[config.mk]
export PLATFORM = sky130hd
export DESIGN_NAME = bright_pixel_centroid
export DESIGN_NICKNAME = d
export VERILOG_FILES = /design/src/bpc_pkg.sv /design/src/bpc_div.sv /design/src/bpc_datapath.sv /design/src/bpc_ctrl.sv /design/src/bright_pixel_centroid.sv
export SDC_FILE = /design/constraint.sdc
export NUM_CORES = 1
export LEC_CHECK = 0
export BUFFER_PORTS_ARGS = -buffer_cell sky130_fd_sc_hd__clkbuf_2
export CAP_MARGIN = 20
export CORE_MARGIN = 8
export CORE_UTILIZATION = 50
export DETAILED_ROUTE_END_ITERATION = 10
export PLACE_DENSITY = 0.78
export SYNTH_ARGS = -nofsm -noshare
export SYNTH_HDL_FRONTEND = slang
export SYNTH_SLANG_ARGS = --single-unit
[constraint.sdc]
create_clock -name clk -period 13.5 [get_ports clk]
set_clock_uncertainty 0.1 [all_clocks]
set_input_delay 1.35 -clock clk [delete_from_list [all_inputs] [get_ports clk]]
set_output_delay 1.35 -clock clk [all_outputs]
set_load 0.02 [all_outputs]
[src/bpc_pkg.sv]
`default_nettype none
// ----------------------------------------------------------------------------
// bpc_pkg
// shared widths, word types, state and command types for the bright pixel
// centroid block
// ----------------------------------------------------------------------------
package bpc_pkg;

  localparam int CHAN_W = 8;
  localparam int POS_W  = 12;
  localparam int THR_W  = 10;
  localparam int SUM_W  = 36;
  localparam int CNT_W  = 25;
  localparam int OUT_W  = 20;

  localparam int DEF_MAX_WIDTH     = 4096;
  localparam int DEF_MAX_HEIGHT    = 4096;
  localparam int DEF_FRACTION_BITS = 8;

  typedef struct packed {
    logic [CHAN_W-1:0] red;
    logic [CHAN_W-1:0] green;
    logic [CHAN_W-1:0] blue;
    logic [POS_W-1:0]  pos_x;
    logic [POS_W-1:0]  pos_y;
    logic              frame_end;
  } pixel_t;

  typedef struct packed {
    logic             found;
    logic [OUT_W-1:0] centroid_x;
    logic [OUT_W-1:0] centroid_y;
  } result_t;

  typedef enum logic [1:0] {
    ST_ACCUM,
    ST_DIVIDE,
    ST_DRAIN
  } state_t;

  typedef struct packed {
    logic accept;
    logic div_load;
    logic div_step;
    logic out_load;
  } ctrl_cmd_t;

  typedef struct packed {
    logic last;
  } dp_status_t;

endpackage
`default_nettype wire

[src/bpc_div.sv]
`default_nettype none
// ----------------------------------------------------------------------------
// bpc_div
// restoring shift-subtract divider, one quotient bit per step
// ----------------------------------------------------------------------------
module bpc_div #(
  parameter int DIVIDEND_W = 44,
  parameter int DIVISOR_W  = 25
) (
  input  wire logic                  clk,
  input  wire logic                  load,
  input  wire logic                  step,
  input  wire logic [DIVIDEND_W-1:0] dividend,
  input  wire logic [DIVISOR_W-1:0]  divisor,
  output logic      [DIVIDEND_W-1:0] quotient
);

  logic [DIVISOR_W-1:0]  rem;
  logic [DIVISOR_W-1:0]  dvs;
  logic [DIVIDEND_W-1:0] quo;
  logic [DIVISOR_W:0]    rem_shift;
  logic [DIVISOR_W+1:0]  diff;
  logic                  ge;

  always_comb begin
    rem_shift = {rem, quo[DIVIDEND_W-1]};
    diff      = {1'b0, rem_shift} - {2'b00, dvs};
    ge        = !diff[DIVISOR_W+1];
  end

  always_ff @(posedge clk) begin
    if (load) begin
      rem <= '0;
      dvs <= divisor;
      quo <= dividend;
    end else if (step) begin
      rem <= ge ? diff[DIVISOR_W-1:0] : rem_shift[DIVISOR_W-1:0];
      quo <= {quo[DIVIDEND_W-2:0], ge};
    end
  end

  assign quotient = quo;

endmodule
`default_nettype wire

[src/bpc_datapath.sv]
`default_nettype none
// ----------------------------------------------------------------------------
// bpc_datapath
// threshold register, coordinate accumulators, two dividers and the
// result word register
// ----------------------------------------------------------------------------
module bpc_datapath
  import bpc_pkg::*;
#(
  parameter int MAX_WIDTH     = DEF_MAX_WIDTH,
  parameter int MAX_HEIGHT    = DEF_MAX_HEIGHT,
  parameter int FRACTION_BITS = DEF_FRACTION_BITS
) (
  input  wire logic       clk,
  input  wire logic       rst,
  input  wire logic       cfg_valid,
  input  wire logic [THR_W-1:0] cfg_data,
  input  wire pixel_t     pixel,
  input  wire ctrl_cmd_t  cmd,
  output dp_status_t      status,
  output result_t         result
);

  localparam int DIV_W = SUM_W + FRACTION_BITS;

  logic [THR_W-1:0] threshold;
  logic [SUM_W-1:0] sum_x;
  logic [SUM_W-1:0] sum_y;
  logic [CNT_W-1:0] count;
  logic [SUM_W-1:0] sum_x_next;
  logic [SUM_W-1:0] sum_y_next;
  logic [CNT_W-1:0] count_next;
  logic             found;

  logic             in_frame;
  logic             bright;
  logic             take;
  logic [THR_W-1:0] chan_sum;
  logic [SUM_W:0]   nx;
  logic [SUM_W:0]   ny;
  logic [DIV_W-1:0] qx;
  logic [DIV_W-1:0] qy;

  function automatic logic [OUT_W-1:0] saturate(input logic [DIV_W-1:0] q);
    logic over;
    over = |q[DIV_W-1:OUT_W];
    return over ? {OUT_W{1'b1}} : q[OUT_W-1:0];
  endfunction

  always_comb begin
    chan_sum   = THR_W'(pixel.red) + THR_W'(pixel.green) + THR_W'(pixel.blue);
    in_frame   = (32'(pixel.pos_x) < MAX_WIDTH) && (32'(pixel.pos_y) < MAX_HEIGHT);
    bright     = in_frame && (chan_sum > threshold);
    nx         = {1'b0, sum_x} + (SUM_W+1)'(pixel.pos_x);
    ny         = {1'b0, sum_y} + (SUM_W+1)'(pixel.pos_y);
    take       = bright && (count != {CNT_W{1'b1}}) && !nx[SUM_W] && !ny[SUM_W];
    sum_x_next = take ? nx[SUM_W-1:0] : sum_x;
    sum_y_next = take ? ny[SUM_W-1:0] : sum_y;
    count_next = take ? count + CNT_W'(1) : count;
  end

  assign status.last = pixel.frame_end;

  always_ff @(posedge clk) begin
    if (rst) begin
      threshold <= '0;
    end else if (cfg_valid) begin
      threshold <= cfg_data;
    end
  end

  always_ff @(posedge clk) begin
    if (rst) begin
      sum_x <= '0;
      sum_y <= '0;
      count <= '0;
    end else if (cmd.accept) begin
      if (pixel.frame_end) begin
        sum_x <= '0;
        sum_y <= '0;
        count <= '0;
      end else begin
        sum_x <= sum_x_next;
        sum_y <= sum_y_next;
        count <= count_next;
      end
    end
  end

  always_ff @(posedge clk) begin
    if (cmd.div_load) begin
      found <= (count_next != '0);
    end
  end

  bpc_div #(
    .DIVIDEND_W (DIV_W),
    .DIVISOR_W  (CNT_W)
  ) u_div_x (
    .clk      (clk),
    .load     (cmd.div_load),
    .step     (cmd.div_step),
    .dividend (DIV_W'(sum_x_next) << FRACTION_BITS),
    .divisor  (count_next),
    .quotient (qx)
  );

  bpc_div #(
    .DIVIDEND_W (DIV_W),
    .DIVISOR_W  (CNT_W)
  ) u_div_y (
    .clk      (clk),
    .load     (cmd.div_load),
    .step     (cmd.div_step),
    .dividend (DIV_W'(sum_y_next) << FRACTION_BITS),
    .divisor  (count_next),
    .quotient (qy)
  );

  // no bright pixel gives zero centroids
  always_ff @(posedge clk) begin
    if (cmd.out_load) begin
      result.found      <= found;
      result.centroid_x <= found ? saturate(qx) : '0;
      result.centroid_y <= found ? saturate(qy) : '0;
    end
  end

endmodule
`default_nettype wire

[src/bpc_ctrl.sv]
`default_nettype none
// ----------------------------------------------------------------------------
// bpc_ctrl
// frame controller: accumulate, run the dividers, hand the result word on
// ----------------------------------------------------------------------------
module bpc_ctrl
  import bpc_pkg::*;
#(
  parameter int DIV_STEPS = SUM_W + DEF_FRACTION_BITS
) (
  input  wire logic       clk,
  input  wire logic       rst,
  input  wire logic       pixel_valid,
  output logic            pixel_stall,
  output logic            result_valid,
  input  wire logic       result_stall,
  input  wire dp_status_t status,
  output ctrl_cmd_t       cmd
);

  localparam int STEP_W = $clog2(DIV_STEPS);

  state_t            state;
  state_t            state_next;
  logic [STEP_W-1:0] step_cnt;
  logic [STEP_W-1:0] step_cnt_next;
  logic              result_valid_next;

  always_ff @(posedge clk) begin
    if (rst) begin
      state        <= ST_ACCUM;
      step_cnt     <= '0;
      result_valid <= 1'b0;
    end else begin
      state        <= state_next;
      step_cnt     <= step_cnt_next;
      result_valid <= result_valid_next;
    end
  end

  always_comb begin
    state_next        = state;
    step_cnt_next     = step_cnt;
    result_valid_next = result_valid && result_stall;
    cmd               = '0;
    pixel_stall       = 1'b1;
    case (state)
      ST_ACCUM: begin
        pixel_stall = 1'b0;
        cmd.accept  = pixel_valid;
        if (pixel_valid && status.last) begin
          cmd.div_load  = 1'b1;
          step_cnt_next = '0;
          state_next    = ST_DIVIDE;
        end
      end
      ST_DIVIDE: begin
        cmd.div_step  = 1'b1;
        step_cnt_next = step_cnt + STEP_W'(1);
        if (step_cnt == STEP_W'(DIV_STEPS - 1)) begin
          state_next = ST_DRAIN;
        end
      end
      ST_DRAIN: begin
        // wait for the output register to be free
        if (!result_valid || !result_stall) begin
          cmd.out_load      = 1'b1;
          result_valid_next = 1'b1;
          state_next        = ST_ACCUM;
        end
      end
      default: begin
        state_next = ST_ACCUM;
      end
    endcase
  end

endmodule
`default_nettype wire

[src/bright_pixel_centroid.sv]
`default_nettype none
// ----------------------------------------------------------------------------
// bright_pixel_centroid
// centroid of the pixels of a frame whose red+green+blue exceeds a threshold
// ----------------------------------------------------------------------------
// Pixels are taken one per clock within a frame. A pixel is bright when
// red+green+blue is above the threshold register and its position lies
// inside MAX_WIDTH x MAX_HEIGHT. After the word marked frame_end the pixel
// input stalls while two shift-subtract dividers, one quotient bit per
// cycle, form the mean x and y, and stays stalled while the output
// register still holds an earlier result. The result word carries a found
// flag and both means in fixed point with FRACTION_BITS fractional bits,
// truncated and saturated to 20 bits. The threshold is written through the
// cfg port, which is always ready.
// ----------------------------------------------------------------------------
module bright_pixel_centroid
  import bpc_pkg::*;
#(
  parameter int MAX_WIDTH     = DEF_MAX_WIDTH,
  parameter int MAX_HEIGHT    = DEF_MAX_HEIGHT,
  parameter int FRACTION_BITS = DEF_FRACTION_BITS
) (
  input  wire logic             clk,
  input  wire logic             rst,
  input  wire logic             cfg_valid,
  output logic                  cfg_ready,
  input  wire logic [THR_W-1:0] cfg_data,
  input  wire logic             pixel_valid,
  output logic                  pixel_stall,
  input  wire pixel_t           pixel,
  output logic                  result_valid,
  input  wire logic             result_stall,
  output result_t               result
);

  ctrl_cmd_t  cmd;
  dp_status_t status;

  assign cfg_ready = 1'b1;

  bpc_ctrl #(
    .DIV_STEPS (SUM_W + FRACTION_BITS)
  ) u_ctrl (
    .clk          (clk),
    .rst          (rst),
    .pixel_valid  (pixel_valid),
    .pixel_stall  (pixel_stall),
    .result_valid (result_valid),
    .result_stall (result_stall),
    .status       (status),
    .cmd          (cmd)
  );

  bpc_datapath #(
    .MAX_WIDTH     (MAX_WIDTH),
    .MAX_HEIGHT    (MAX_HEIGHT),
    .FRACTION_BITS (FRACTION_BITS)
  ) u_datapath (
    .clk       (clk),
    .rst       (rst),
    .cfg_valid (cfg_valid && cfg_ready),
    .cfg_data  (cfg_data),
    .pixel     (pixel),
    .cmd       (cmd),
    .status    (status),
    .result    (result)
  );

endmodule
`default_nettype wire

==> flow_summary_export.csv <==
group,metric,value,unit
final_layout,layout.nets,2301,
route,postRouteAntennaNets,0,
synth,ys_ff_latch,321,
cts,clkSinkCount,321,
synth,netlist_area,19090,um^2
synth,synth_enable_flop_cells,139,
route,avgViaCountPerCell,5.986,
final_layout,seqCellArea,7818,um^2
worst_hold_path,worst_hold_path_type,"flop to flop",
die,initial_core_util,0.5068,
grt,global_route.overflow_total,0,
job,max_cap_violations,0,
synth,yosysWarningCount,0,
synth,number_of_distinct_standard_cells_referenced_by_the_synthesized_netlist,85,
setup_path,worst-path-max-fanout,45,
die,ioPinCount,108,
pwr,power,0.003425,W
die,die_height,211.4,um
place,postPlaceCellArea,19890,um^2
sta,post-route-min-period,6.589,ns
synth,synth_area_per_cell,9.098,um^2
final_layout,area_growth,10.31,%
cts,cts_tree,"done",
setup_path,timing.critical_path.arrival,6.74,ns
setup_path,critical_path.slowest_cell,"and3_4",
cts,post_cts_buffers,0,
cts,longest_clk_path_bufs,3,
route,wire_per_inst,17.57,um
final_layout,layout-drive-gt1-share,0.1002,
cts,cts_root_buffer,"clkbuf_16",
place,placer_congestion,0.8987,
synth,yosysSeqAreaShare,0.4095,
sta,layout_worst_path_cycle_share,0.4881,
setup_path,crit_path_max_incr_delay,0.74,ns
final_layout,antenna_cells_inserted,0,
route,drtPass1Iterations,7,
final_layout,layout.core_utilization,0.5590,
setup_path,worstPathCellList,"clkbuf_2, ha_1, inv_1, fa_1, inv_1, ha_1, a21o_1, a21oi_1, o21bai_1, a21oi_1, o21bai_1, a21oi_1, nor2b_1, o21a_1, ha_1, and4_1, o211ai_1, a31oi_1, and3_4, and4_2, mux2i_1, a2111oi_0, nand4_1",
grt,grt_use_total,0.2063,
route,drt-initial-drc-count,1155,
outcome,outcome,"complete, no violations",
sta,final_max_slew_viol_count,0,
pwr,ir_drop,116.9,uV
setup_path,worst_path_dominant_cell_family,"compound AO/OA/AOI/OAI gates",
grt,initial_antenna_violation_count,0,
cts,holdBufCountCts,0,
sta,unrepaired_setup_endpoints_after_global_routing,"no",
die,die-width,211.4,um
sta,max_clock_freq,0.1518,GHz
cts,numCtsBuffers,35,
synth,synth_ff_type,"dfxtp_1",
place,placement.io_buffers,106,
die,core.rowCount,71,
synth,async_flop_share,0,
sta,max_slew.worst_pin.slew,1.084,ns
cts,clock_tree.htree_level_count,2,
setup_path,worstPathRequired,13.65,ns
setup_path,timing.critical_path.buf_inv,3,
grt,grt_pass1_vias,15740,
route,detail_route.drc_violations,0,
sta,setup-tns-final,0,ns
setup_path,timing.critical_path.from_type,"primary input",
final_layout,area_used_by_multi_input_combinational_logic,10490,um^2
setup_path,timing_worst_setup_path_type,"primary input to flop",
sta,worst_slew_margin_rel,0.2776,
cts,ctsResizeCount,0,
die,design.die.area,44690,um^2
pwr,power.static_leakage,8.136,nW
route,routed-via-count,15960,
die,core-area,37670,um^2
pwr,p_per_area,162.7,nW/um^2
sta,timing.final.setup_violations,0,
route,wirelength,46.84,mm
cts,clkTransAtPathRegs,0.06,ns
synth,syn-instance-count,2098,
grt,grt_start_max_net_pins,96,
setup_path,worst_setup_path_end_kind,"flop",
final_layout,stdcell_area,21060,um^2
cts,clock_insertion_delay_worst_skew,0.53,ns
synth,postSynthNetCount,2270,
final_layout,fillCellCount,3335,
grt,grt_pass1_wl,77.57,mm
place,post-dp-hpwl,31.75,mm
sta,timing.final.hold_violations,0,
==> path summary, 6_finish.rpt <==
kind | end | slack [ns] | start | cells past startpoint
min reg2reg | u_datapath.u_div_y.rem[13] | 0.38 | u_datapath.u_div_y.rem[13] | 2
max | u_datapath.found | 6.91 | pixel[33] | 23
min | u_datapath.u_div_y.rem[13] | 0.38 | u_datapath.u_div_y.rem[13] | 2
max reg2reg | u_datapath.found | 9.16 | u_datapath.sum_x[0] | 11
==> worst register-to-register path, delay by kind of cell (launching register included) <==
kind / cells / cell delay [ns]
AND/OR/NAND/NOR: 3 / 1.25
multiplexers: 1 / 0.08
adder cells (fa/ha/maj): 2 / 0.66
flip-flops: 1 / 0.33
AO/OA/AOI/OAI: 5 / 1.65
==> flip-flops by register name, indices dropped and copies added, names as in the netlist <==
signal                       count
u_ctrl.result_valid              1
u_datapath.sum_x                36
u_datapath.result               41
u_datapath.threshold            10
u_ctrl.step_cnt                  6
u_ctrl.state                     2
u_datapath.u_div_y.quotient     44
u_datapath.count                25
u_datapath.u_div_x.quotient     44
u_datapath.u_div_x.rem          25
u_datapath.u_div_x.dvs          25
u_datapath.found                 1
u_datapath.sum_y                36
u_datapath.u_div_y.rem          25
==> cells in the mapped netlist, types with 26 or more instances <==
cell,count,share of area
nor3_1,30,0.0079
ha_1,102,0.067
edfxtp_1,139,0.22
dfxtp_1,182,0.19
a22oi_1,39,0.015
inv_1,67,0.013
nand2_1,198,0.039
xor2_1,58,0.027
nor2_1,139,0.027
o21ai_0,184,0.048
or3_1,47,0.015
clkbuf_1,99,0.019
o21ai_1,26,0.0068
nand3_1,54,0.014
a21oi_1,144,0.038
xnor2_1,90,0.041
o21a_1,59,0.023
mux2i_1,73,0.038
==> power breakdown <==
group	switching (W)	leakage, nW	internal (W)
sequential	0.0000777	2.83	0.00113
combinational	0.000709	4.74	0.000532
clock	0.000388	0.573	0.000592
==> metrics by stage <==
stage          setup slack (ns)  std cells  hold slack (ns)
2_1_floorplan             7.528       2098           0.3422
3_3_place_gp              6.550       2602           0.3592
3_5_place_dp              6.357       2603           0.3655
4_1_cts                   6.889       2666           0.3741
5_1_grt                   6.436       2666           0.3879
6_report                  6.911       2666           0.3755
==> per-layer routing <==
metal  wire length [um]  part of all wire  track usage
met3               2764             0.059      0.03135
met4               1423             0.030      0.07453
met2              23250              0.50       0.3674
met1              19400              0.41       0.2502
met5                  0                 0            0
==> cells in the final DEF (no fill, tap or decap), types with 23 or more instances in the layout <==
cell type	Yosys	routed
nand2_1	198	197
o21ai_0	184	184
dfxtp_1	182	182
a21oi_1	144	143
edfxtp_1	139	139
nor2_1	139	138
clkbuf_2	0	105
ha_1	102	102
xnor2_1	90	90
mux2i_1	73	73
inv_1	67	66
o21a_1	59	59
xor2_1	58	58
nand3_1	54	54
or3_1	47	47
a22oi_1	39	39
clkbuf_16	0	37
nor3_1	30	30
o21ai_1	26	26
a21o_1	25	25
nand4_1	23	23
and3_1	23	23
==> area by class of cell <==
cell class / instances / share of cell area
multi-input combinational: 1578 / 0.4981
sequential: 321 / 0.3713
clock buffer: 54 / 0.04985
timing repair buffer: 125 / 0.03268
tap: 511 / 0.03036
inverter: 68 / 0.01212
clock inverter: 9 / 0.005586
==> cell families after synthesis <==
family	synth area share
AND/OR/NAND/NOR	0.1649
AO/OA/AOI/OAI	0.2024
flip-flops	0.4095
buffers and inverters	0.04300
XOR/XNOR	0.06791
adder cells (fa/ha/maj)	0.07315
multiplexers	0.03887
other	0.0001965
No activity file was read; power rests on OpenSTA's default activity.
